==> src/design/twt_pkg.sv <==
package twt_pkg;

  // fixed field widths
  localparam int OP_W    = 2;
  localparam int CHAR_W  = 8;
  localparam int ROW_W   = 5;
  localparam int COL_W   = 7;
  localparam int CADDR_W = 11;
  localparam int DATA_W  = 32;
  localparam int PADDR_W = 5;

  // default geometry of the screen store
  localparam int DEF_SCREEN_COLS = 80;
  localparam int DEF_SCREEN_ROWS = 25;
  localparam int DEF_TAB_STOP    = 4;

  localparam logic [CHAR_W-1:0] BLANK_CHAR = 8'd32;
  localparam logic [CHAR_W-1:0] CODE_BS    = 8'd8;
  localparam logic [CHAR_W-1:0] CODE_TAB   = 8'd9;
  localparam logic [CHAR_W-1:0] CODE_LF    = 8'd10;
  localparam logic [CHAR_W-1:0] CODE_CR    = 8'd13;

  // register reset values
  localparam logic             RST_ENABLED = 1'b1;
  localparam logic [ROW_W-1:0] RST_TOP     = 5'd2;
  localparam logic [COL_W-1:0] RST_LEFT    = 7'd0;
  localparam logic [COL_W-1:0] RST_WIDTH   = 7'd80;
  localparam logic [ROW_W-1:0] RST_HEIGHT  = 5'd23;

  typedef enum logic [OP_W-1:0] {
    OP_PUT_CURSOR,
    OP_PUT_AT,
    OP_CLEAR,
    OP_READ
  } op_t;

  typedef enum logic [2:0] {
    REG_ENABLED,
    REG_TOP,
    REG_LEFT,
    REG_WIDTH,
    REG_HEIGHT
  } reg_idx_t;

  typedef enum logic [1:0] {
    CH_BS,
    CH_TAB,
    CH_NL,
    CH_PRINT
  } ch_kind_t;

  typedef enum logic [2:0] {
    CUR_HOLD,
    CUR_BACK,
    CUR_NEWLINE,
    CUR_ADVANCE,
    CUR_WRAP,
    CUR_HOME
  } cur_op_t;

  typedef enum logic [1:0] {
    WSRC_CHAR,
    WSRC_BLANK,
    WSRC_MEMQ
  } wsrc_t;

  typedef enum logic [3:0] {
    ST_INIT,
    ST_IDLE,
    ST_DISPATCH,
    ST_CHAR,
    ST_TAB,
    ST_WRAP,
    ST_SCR_RD,
    ST_SCR_WR,
    ST_BLANK,
    ST_WCLR,
    ST_RD_WAIT,
    ST_DONE
  } state_t;

  typedef struct packed {
    logic             enabled;
    logic [ROW_W-1:0] top_row;
    logic [COL_W-1:0] left_col;
    logic [COL_W-1:0] width;
    logic [ROW_W-1:0] height;
  } twt_cfg_t;

  typedef struct packed {
    logic    accept;
    logic    init_wr;
    cur_op_t cur_op;
    logic    wr_en;
    logic    wr_at_sweep;
    wsrc_t   wr_src;
    logic    rd_en;
    logic    rd_at_target;
    logic    sweep_start;
    logic    sweep_step;
    logic    rd_capture;
    logic    out_load;
  } twt_cmd_t;

  typedef struct packed {
    op_t      op;
    logic     enabled;
    ch_kind_t ch_kind;
    logic     tab_more;
    logic     row_over;
    logic     one_row;
    logic     last_col;
    logic     last_copy_row;
    logic     last_row;
    logic     rd_in_window;
    logic     init_last;
  } twt_status_t;

  // bit i set when column i is a tab stop
  function automatic logic [2**COL_W-1:0] tab_mask(input int ts);
    logic [2**COL_W-1:0] m;
    int                  k;
    m = '0;
    k = 0;
    for (int i = 0; i < 2**COL_W; i++) begin
      m[i] = (k == 0);
      k    = (k == ts - 1) ? 0 : k + 1;
    end
    return m;
  endfunction

endpackage

==> src/design/twt_ctrl.sv <==
module twt_ctrl (
  input  logic                 clk,
  input  logic                 rst_n,
  input  logic                 in_valid,
  output logic                 in_stall,
  output logic                 out_valid,
  input  logic                 out_stall,
  input  twt_pkg::twt_status_t status,
  output twt_pkg::twt_cmd_t    cmd
);
  import twt_pkg::*;

  state_t state_r, state_nxt;
  logic   out_valid_r, out_valid_nxt;

  always_ff @(posedge clk) begin
    if (!rst_n) begin
      state_r     <= ST_INIT;
      out_valid_r <= 1'b0;
    end else begin
      state_r     <= state_nxt;
      out_valid_r <= out_valid_nxt;
    end
  end

  always_comb begin
    state_nxt     = state_r;
    out_valid_nxt = out_valid_r && out_stall;
    cmd           = '0;
    cmd.cur_op    = CUR_HOLD;
    cmd.wr_src    = WSRC_CHAR;
    case (state_r)
      ST_INIT: begin
        cmd.init_wr = 1'b1;
        if (status.init_last) state_nxt = ST_IDLE;
      end
      ST_IDLE: begin
        if (in_valid) begin
          cmd.accept = 1'b1;
          state_nxt  = ST_DISPATCH;
        end
      end
      ST_DISPATCH: begin
        case (status.op)
          OP_PUT_CURSOR, OP_PUT_AT: begin
            state_nxt = status.enabled ? ST_CHAR : ST_DONE;
          end
          OP_CLEAR: begin
            if (status.enabled) begin
              cmd.sweep_start = 1'b1;
              state_nxt       = ST_WCLR;
            end else begin
              state_nxt = ST_DONE;
            end
          end
          OP_READ: begin
            if (status.rd_in_window) begin
              cmd.rd_en        = 1'b1;
              cmd.rd_at_target = 1'b1;
              state_nxt        = ST_RD_WAIT;
            end else begin
              state_nxt = ST_DONE;
            end
          end
          default: state_nxt = ST_DONE;
        endcase
      end
      ST_CHAR: begin
        case (status.ch_kind)
          CH_BS: begin
            cmd.cur_op = CUR_BACK;
            state_nxt  = ST_WRAP;
          end
          CH_NL: begin
            cmd.cur_op = CUR_NEWLINE;
            state_nxt  = ST_WRAP;
          end
          CH_TAB: state_nxt = ST_TAB;
          default: begin
            cmd.wr_en  = 1'b1;
            cmd.wr_src = WSRC_CHAR;
            cmd.cur_op = CUR_ADVANCE;
            state_nxt  = ST_WRAP;
          end
        endcase
      end
      ST_TAB: begin
        cmd.wr_en  = 1'b1;
        cmd.wr_src = WSRC_BLANK;
        cmd.cur_op = CUR_ADVANCE;
        if (!status.tab_more) state_nxt = ST_WRAP;
      end
      ST_WRAP: begin
        cmd.cur_op = CUR_WRAP;
        if (status.row_over) begin
          cmd.sweep_start = 1'b1;
          state_nxt       = status.one_row ? ST_BLANK : ST_SCR_RD;
        end else begin
          state_nxt = ST_DONE;
        end
      end
      ST_SCR_RD: begin
        cmd.rd_en = 1'b1;
        state_nxt = ST_SCR_WR;
      end
      ST_SCR_WR: begin
        cmd.wr_en       = 1'b1;
        cmd.wr_at_sweep = 1'b1;
        cmd.wr_src      = WSRC_MEMQ;
        cmd.sweep_step  = 1'b1;
        state_nxt = (status.last_col && status.last_copy_row) ? ST_BLANK : ST_SCR_RD;
      end
      ST_BLANK: begin
        cmd.wr_en       = 1'b1;
        cmd.wr_at_sweep = 1'b1;
        cmd.wr_src      = WSRC_BLANK;
        cmd.sweep_step  = 1'b1;
        if (status.last_col) state_nxt = ST_DONE;
      end
      ST_WCLR: begin
        cmd.wr_en       = 1'b1;
        cmd.wr_at_sweep = 1'b1;
        cmd.wr_src      = WSRC_BLANK;
        cmd.sweep_step  = 1'b1;
        if (status.last_col && status.last_row) begin
          cmd.cur_op = CUR_HOME;
          state_nxt  = ST_DONE;
        end
      end
      ST_RD_WAIT: begin
        cmd.rd_capture = 1'b1;
        state_nxt      = ST_DONE;
      end
      ST_DONE: begin
        if (!out_valid_r || !out_stall) begin
          cmd.out_load  = 1'b1;
          out_valid_nxt = 1'b1;
          state_nxt     = ST_IDLE;
        end
      end
      default: state_nxt = ST_IDLE;
    endcase
  end

  assign in_stall  = (state_r != ST_IDLE);
  assign out_valid = out_valid_r;

endmodule

==> config.mk <==
export PLATFORM = sky130hd
export DESIGN_NAME = twt_ctrl
export DESIGN_NICKNAME = d
export VERILOG_FILES = /design/src/design/twt_pkg.sv /design/src/design/twt_ctrl.sv
export SDC_FILE = /design/constraint.sdc
export NUM_CORES = 1
export LEC_CHECK = 0
export ABC_AREA = 1
export CAP_MARGIN = 20
export CORE_MARGIN = 8
export CORE_UTILIZATION = 30
export CTS_CLUSTER_DIAMETER = 50
export DETAILED_ROUTE_END_ITERATION = 7
export DONT_BUFFER_PORTS = 1
export SLEW_MARGIN = 20
export SYNTH_ARGS = -nofsm -noshare
export SYNTH_HDL_FRONTEND = slang
export SYNTH_SLANG_ARGS = --single-unit
==> constraint.sdc <==
create_clock -name clk -period 3.4 [get_ports clk]
set_input_delay 0.68 -clock clk [delete_from_list [all_inputs] [get_ports clk]]
set_output_delay 0.68 -clock clk [all_outputs]
set_load 0.02 [all_outputs]
==> out/qor.csv, run 1 <==
metric,value,unit
synth_top_area_frac,0.228,
design_area,728,um2
grt_pass1_vias,756,
drive_above_1_share,0.0977,
post_synth.cell_area_avg,5.19,um2
drtIter0Drc,39,
die_h,63.4,um
powerDensity,636,mW/mm2
n_fill_cell,264,
cpMaxStageDelayCell,o21ai_0,
start_kind,register,
setup_tns,0,ns
worst_slack,0.994,ns
clockRootBuffer,clkbuf_4,
cts_setup_buffers,0,
place.gp.congestion,0.867,
pin_count,34,
grt_max_degree,8,
critical_path.startpoint,state_r[2],
fin_crit_sh,0.708,
syn_inst,130,
syn_nets,150,
endpoint_kind,primary output,
post-dp-hpwl,1760,um
p_leak,0.413,nW
p_clk_frac,0.150,
finalWirelength,2050,um
antenna_found_initial,0,
worstMarginPinSlew,0.716,ns
fp-row-count,17,
viasPerCell,4.93,
hold_viol,0,
area.growth.synth_to_final,7.98,%
chipWidth,63.4,um
grt-busiest-layer,met2,
initial_core_util,0.311,
ctsResizeCount,0,
reg2regPathDepth,7,
track_usage,0.0996,
slew-limit-headroom,0.519,
dpl_worst_slack,1.25,ns
combPwrFrac,0.643,
fin_crit,2.41,ns
clock_sinks,5,
ys_seq_elements,5,
grtUsageMet1,0.110,
cts_tree,yes,
cp.arrival,1.73,ns
cp_slowest_stage_delay,0.53,ns
drv_slew,0,
drc,0,
regToRegEndpoint,state_r[1],
grt_pass1_wl,3240,um
worstPathCellList,"nor2_2, inv_2, nor2_1, inv_1, o21ai_0",
synth_area_leader_cell,nand2_1,
die-area,0.00402,mm2
netlist_area,674,um2
ys_warn_count,0,
intPower,0.000194,W
setup_viol,0,
cts-buffers-inserted,3,
drv_cap,0,
nNetsFinal,154,
wl_per_cell,12.8,um
fin_skew,0.000840,ns
met3_usage,0.0548,
status,completed,
antenna-diode-count,0,
ant_nets,0,
final_cell_mix,"41 x nand2_1, 24 x inv_1, 17 x nor2_1, 16 x nand3_1",
overflow,0,
core-area,0.00217,mm2
port_buffers,0,
layout.cells.most_common,nand2_1,
htree_num_levels,1,
rsz0062_at_grt,false,
worstSkewPairLatency,0.24,ns
path_clk_slew,0.04,ns
seqPwrFrac,0.207,
power.switching,0.000269,W
cp_max_fo,7,
setup.worst_path.end,cmd[5],
grt.met2_usage,0.155,
clock.fmax,416,MHz
critPathRequiredTime,2.72,ns
firstDrtPassIters,4,
ir_drop,0.250,mV
synth_area_leaders,"nand2_1 23%, dfxtp_1 15%, inv_1 13%",
r2r_slack,1.88,ns
switching_share,0.581,
yosysSeqAreaShare,0.148,
holdCritPathClass,reg2reg,
cts.hold.buffers_added,0,
crit_type,reg2out,
r2r_start,state_r[0],
cts.path.max_buffers,2,
postPlaceCellArea,702,um2
vias,793,
synth_cell_types,19,
-- worst min-delay path by stage --
stage,from,endpoint,slack [ns],cells past startpoint
final,state_r[3],state_r[3],0.53,2
after global routing,rst_n,state_r[0],0.54,2
after CTS,state_r[3],state_r[3],0.53,2
after detailed placement,state_r[3],state_r[3],0.52,2
after global placement,state_r[3],state_r[3],0.53,2
after floorplan,state_r[3],state_r[3],0.50,2
-- stage by stage --
| stage | std cells | util | total power, W | hold slack, ns |
|---|---|---|---|---|
| global placement | 157 | 0.324 | 0.000394 | 0.529 |
| floorplan | 130 | - | 0.000343 | 0.497 |
| detailed placement | 157 | 0.324 | 0.000396 | 0.523 |
| CTS | 161 | 0.336 | 0.000466 | 0.533 |
| global route | 161 | 0.336 | 0.000512 | 0.542 |
| finish | 161 | 0.336 | 0.000463 | 0.529 |
-- final cells by class --
cell class                 instances  area (um2)  area share
sequential                         5         100       0.137
clock buffer                       4        26.3      0.0361
multi-input combinational         98         469       0.644
tap                               28        35.0      0.0481
inverter                          26        97.6       0.134
-- metal layers --
layer	up-vias	wire length, um
li1	411	-
met5	-	0
met4	0	0
met3	0	250
met2	34	927
met1	348	875
-- cells by family (layout without fill, tap and decap cells) --
| kind of cell | after synthesis | count (layout) | share of synthesized area |
|---|---|---|---|
| buffers and inverters | 27 | 30 | 0.156 |
| AOI/OAI and AO/OA | 10 | 10 | 0.0854 |
| DFF | 5 | 5 | 0.148 |
| adders and majority gates | 3 | 3 | 0.0557 |
| and+or+nand+nor | 85 | 85 | 0.555 |
-- synth_stat cells --
cell type   n
nand4_1     2
inv_1      24
nor2_1     17
o22ai_1     1
o21ai_0     4
nor2_2      5
a21oi_1     3
ha_1        3
nand3_2     1
nand2_1    41
nor2_4      1
nand3_1    16
dfxtp_1     5
inv_2       2
nand2_2     1
nor3_1      1
a21boi_0    1
buf_4       1
a41oi_1     1
-- worst max-delay path: cells and delay by family (launching register included) --
kind	cells	cell delay, ns
AO/OA/AOI/OAI	1	0.53
AND/OR/NAND/NOR	2	0.42
flip-flops	1	0.39
buffers and inverters	2	0.15
-- power by group through the flow --
stage | combinational, W | clock [W] | sequential [W]
2_1_floorplan | 0.000251 | 0 | 0.0000921
3_3_place_gp | 0.000299 | 0 | 0.0000960
3_5_place_dp | 0.000299 | 0 | 0.0000967
4_1_cts | 0.000300 | 0.0000705 | 0.0000955
5_1_grt | 0.000336 | 0.0000783 | 0.0000982
6_report | 0.000298 | 0.0000694 | 0.0000958
-- registers in the layout, summed over array words and instances, names as in the netlist --
register,flops
out_valid,1
state_r,4
Note: power is estimated with default switching activity, not from simulation.
==> inputs of run 2 (changes only) <==
clock period = 2.4 ns   (was 3.4 ns; I/O delays follow)
==> run 2 against run 1 <==
Against the previous run: hold slack worse by 0.17 ns; worst setup slack lost 0.69 ns; global-route usage is 0.68 points higher; critical path type unchanged; clock power grew 43%; routed wire length is 4.6% higher; die area is the same; count of clock-buffer cells in the layout unchanged; total power rose by 46%; sequential share of layout area down 0.54 points.
==> out/qor.csv, run 2 (synthesis gave the netlist of run 1 again) <==
metric,value,unit,change
r2r_slack,0.87,ns,-1.01 ns
critical_path.startpoint,state_r[3],,
layout.cells.most_common,nand2_1,,
antenna_found_initial,0,,unchanged
powerDensity,892,mW/mm2,+40%
fin_skew,0.00153,ns,+0.000686 ns
setup_tns,0,ns,unchanged
final_cell_mix,"41 x nand2_1, 24 x inv_1, 17 x nor2_1, 16 x nand3_1",,
chipWidth,63.4,um,unchanged
ctsResizeCount,0,,unchanged
postLayoutCoreUtil,0.349,,+0.0138
r2r_start,state_r[1],,
slew-limit-headroom,0.668,,+0.149
clock_sinks,5,,unchanged
total_power,0.000677,W,+46%
worstSkewPairLatency,0.24,ns,about the same
viasPerCell,4.83,,-1.9%
hold_viol,0,,unchanged
min-delay-start,rst_n,,
endpoint_kind,primary output,,
top_register,state_r,,
cts.path.max_buffers,2,,unchanged
cp_max_fo,5,,-2
fin_crit,2.09,ns,
drv_cap,0,,unchanged
initial_core_util,0.311,,unchanged
die-area,0.00402,mm2,unchanged
n_fill_cell,276,,+4.5%
crit_type,reg2out,,
finalWirelength,2150,um,+4.6%
worstMarginPinSlew,0.506,ns,-0.210 ns
grt_pass1_wl,3570,um,+10%
vias,797,,+0.50%
grt_max_degree,8,,unchanged
antenna-diode-count,0,,unchanged
fp-row-count,17,,unchanged
holdCritPathClass,in2reg,,
drive_above_1_share,0.124,,+0.0263
port_buffers,0,,unchanged
largest_register_ffs,4,,unchanged
die_h,63.4,um,unchanged
regToRegEndpoint,state_r[3],,
p_leak,0.434,nW,+5.2%
area.growth.synth_to_final,12.4,%,
setup.worst_path.end,cmd[2],,
reg2regPathDepth,9,,+2
drv_slew,0,,unchanged
place.gp.congestion,0.880,,+1.6%
firstDrtPassIters,4,,unchanged
cts-buffers-inserted,3,,unchanged
track_usage,0.106,,+0.00679
pin_count,34,,unchanged
wl_per_cell,13.0,um,+2.0%
clockRootBuffer,clkbuf_4,,
ir_drop,0.346,mV,+39%
fin_crit_sh,0.873,,
grt_pass1_vias,786,,+4.0%
cts.hold.buffers_added,0,,unchanged
overflow,0,,unchanged
status,completed,,
nNetsFinal,158,,+2.6%
htree_num_levels,1,,unchanged
clock.fmax,478,MHz,
drtIter0Drc,24,,-38%
path_clk_slew,0.04,ns,about the same
cts_setup_buffers,0,,unchanged
critPathRequiredTime,1.92,ns,-0.80 ns
start_kind,register,,
rsz0062_at_grt,false,,
ant_nets,0,,unchanged
post-dp-hpwl,1860,um,+5.8%
cp.arrival,1.61,ns,-0.12 ns
drc,0,,unchanged
core-area,0.00217,mm2,unchanged
setup_viol,0,,unchanged
cts_tree,yes,,
run 2: cell count changes in the layout (fill, tap and decap cells not counted), sizes merged:
cell / delta
buf: +4
run 2: critical path, cell delays in order (launching register included):
cell and delay, ns:
dfxtp_1 0.35, inv_1 0.18, nand2_1 0.13, nor2_2 0.30, inv_1 0.10, nand2_1 0.31
run 2: power by group:
group          internal (W)  leakage [nW]   total, W  switching [W]
registers          0.000104        0.0408   0.000134      0.0000300
clock network     0.0000630        0.0150  0.0000990      0.0000361
logic              0.000123         0.379   0.000443       0.000321
run 2: how the worst min path moves through the flow:
stage | end | slack (ns) | depth (start not counted)
after CTS | state_r[0] | 0.35 | 2
after global routing | state_r[0] | 0.36 | 2
after global placement | state_r[3] | 0.52 | 2
after detailed placement | state_r[3] | 0.54 | 2
final | state_r[0] | 0.36 | 2
after floorplan | state_r[3] | 0.50 | 2
run 2: through the flow:
| stage | hold WS, ns | area, um2 | worst slack [ns] | std cells |
|---|---|---|---|---|
| 6_report | 0.356 | 758 | 0.306 | 165 |
| 5_1_grt | 0.358 | 758 | 0.137 | 165 |
| 4_1_cts | 0.352 | 758 | 0.306 | 165 |
| 3_5_place_dp | 0.537 | 732 | 0.571 | 161 |
| 3_3_place_gp | 0.517 | 732 | 0.600 | 161 |
| 2_1_floorplan | 0.497 | 674 | 0.611 | 130 |
run 2: final cells by class:
class / instances / area [um2] / share of cell area
clock buffers: 4 / 26.3 / 0.0347
multi-input cells: 98 / 469 / 0.619
repair buffers: 4 / 30.0 / 0.0396
flip-flops and latches: 5 / 100 / 0.132
well taps: 28 / 35.0 / 0.0462
inverters: 26 / 97.6 / 0.129
run 2: metal layers:
metal | global-route usage | part of all wire
met5 | 0 | 0
met4 | 0.00836 | 0
met3 | 0.0548 | 0.098
met2 | 0.177 | 0.46
met1 | 0.122 | 0.45
==> inputs of run 3 (changes only) <==
clock period = 2 ns   (was 2.4 ns; I/O delays follow)
==> run 3 against run 2 <==
Against the previous run: sequential power up 22%; global-route usage down 0.42 points; highest routed layer is now met4; critical path type unchanged; combinational power up 23%; die area unchanged; critical endpoint is now cmd[3]; count of clock-buffer cells in the layout unchanged; clock power up 18%.
==> out/qor.csv, run 3 (synthesis gave the netlist of run 1 again) <==
metric,value,unit,change
worstMarginPinSlew,0.392,ns,-0.114 ns
hold_ws,0.278,ns,-0.0782 ns
cts.path.max_buffers,2,,unchanged
grt_max_degree,8,,unchanged
design_area,783,um2,+3.3%
initial_core_util,0.311,,unchanged
viasPerCell,4.88,,+1.0%
path_clk_slew,0.04,ns,about the same
port_buffers,0,,unchanged
vias,815,,+2.3%
drv_cap,0,,unchanged
hold_viol,0,,unchanged
slew-limit-headroom,0.738,,+0.0699
cts.hold.buffers_added,0,,unchanged
holdCritPathClass,in2reg,,
seqCellArea,100,um2,unchanged
htree_num_levels,1,,unchanged
cp.arrival,1.49,ns,-0.12 ns
fin_skew,0.00169,ns,+0.000163 ns
clockRootBuffer,clkbuf_4,,
worstSkewPairLatency,0.24,ns,about the same
overflow,0,,unchanged
post-dp-hpwl,1820,um,-2.4%
fp-row-count,17,,unchanged
setup_tns,0,ns,unchanged
fin_crit_sh,0.947,,
start_kind,register,,
nNetsFinal,160,,+1.3%
n_fill_cell,256,,-7.2%
clock_sinks,5,,unchanged
grt_pass1_vias,798,,+1.5%
ir_drop,0.372,mV,+7.4%
drive_above_1_share,0.151,,+0.0270
grt_pass1_wl,3380,um,-5.4%
firstDrtPassIters,4,,unchanged
chipWidth,63.4,um,unchanged
status,completed,,
top_register,state_r,,
final_cell_mix,"41 x nand2_1, 24 x inv_1, 16 x nand3_1, 15 x nor2_1",,
multi_input_area,479,um2,+2.1%
postPlaceCellArea,747,um2,+2.1%
antenna-diode-count,0,,unchanged
powerDensity,1050,mW/mm2,+18%
area.growth.synth_to_final,16.1,%,
p_leak,0.447,nW,+2.8%
wl_per_cell,12.7,um,-2.3%
die-area,0.00402,mm2,unchanged
cts-buffers-inserted,3,,unchanged
core-area,0.00217,mm2,unchanged
drtIter0Drc,29,,+21%
finalWirelength,2120,um,-1.1%
die_h,63.4,um,unchanged
final_cells,167,,+1.2%
track_usage,0.102,,-0.00420
drc,0,,unchanged
layout.cells.most_common,nand2_1,,
ant_nets,0,,unchanged
cts_setup_buffers,0,,unchanged
cp_max_fo,5,,unchanged
critPathRequiredTime,1.60,ns,-0.32 ns
place.gp.congestion,0.887,,+0.82%
fin_crit,1.89,ns,
antenna_found_initial,0,,unchanged
largest_register_ffs,4,,unchanged
clock.fmax,528,MHz,
place_inst,163,,+1.2%
setup_viol,0,,unchanged
drv_slew,0,,unchanged
cts_tree,yes,,
endpoint_kind,primary output,,
rsz0062_at_grt,false,,
crit_type,reg2out,,
pin_count,34,,unchanged
## run 3: cell count changes in the layout (fill, tap and decap cells not counted), sizes merged
cell	before	now
buf	4	6
## run 3: per-stage QoR
| stage | setup slack, ns | power, W | util |
|---|---|---|---|
| 2_1_floorplan | 0.291 | 0.000583 | - |
| 3_3_place_gp | 0.382 | 0.000700 | 0.344 |
| 3_5_place_dp | 0.336 | 0.000700 | 0.344 |
| 4_1_cts | 0.0686 | 0.000821 | 0.356 |
| 5_1_grt | 0.0168 | 0.000906 | 0.361 |
| 6_report | 0.106 | 0.000824 | 0.361 |
## run 3: repair_timing
action,in CTS,in global routing
endpoints found under the hold margin,0,0
resized for setup,0,3
endpoints found under the setup margin,0,3
## run 3: area by class of cell
| class | count | share of cell area |
|---|---|---|
| Tap cell | 28 | 0.0447 |
| Sequential cell | 5 | 0.128 |
| Multi-Input combinational cell | 98 | 0.612 |
| Timing Repair Buffer | 6 | 0.0575 |
| Inverter | 26 | 0.125 |
| Clock buffer | 4 | 0.0335 |
## run 3: where the power goes
part           total, W  switching [W]  leakage [nW]  internal, W
clock network  0.000117      0.0000413        0.0150    0.0000754
registers      0.000164      0.0000390        0.0408     0.000125
logic          0.000544       0.000390         0.391     0.000153
total          0.000824       0.000470         0.447     0.000354
## run 3: critical path, stage by stage (launching register included)
cell and delay (ns):
dfxtp_1 0.36, inv_1 0.19, nand2_1 0.14, nor2_2 0.18, inv_1 0.07, o22ai_1 0.14, buf_4 0.16
## run 3: routing by layer
layer | vias up | wire, um | track usage
met2 | 29 | 959 | 0.162
met5 | - | 0 | 0
met4 | 0 | 21 | 0.0529
met1 | 363 | 891 | 0.110
li1 | 421 | - | -
met3 | 2 | 250 | 0.0495
## run 3: final timing paths
check                                 from          to  cells past startpoint  slack, ns
worst max-delay path            state_r[3]      cmd[3]                      6       0.11
worst min-delay path                 rst_n  state_r[0]                      2       0.28
worst max register to register  state_r[0]  state_r[1]                      8       0.49
worst min register to register  state_r[3]  state_r[3]                      2       0.55
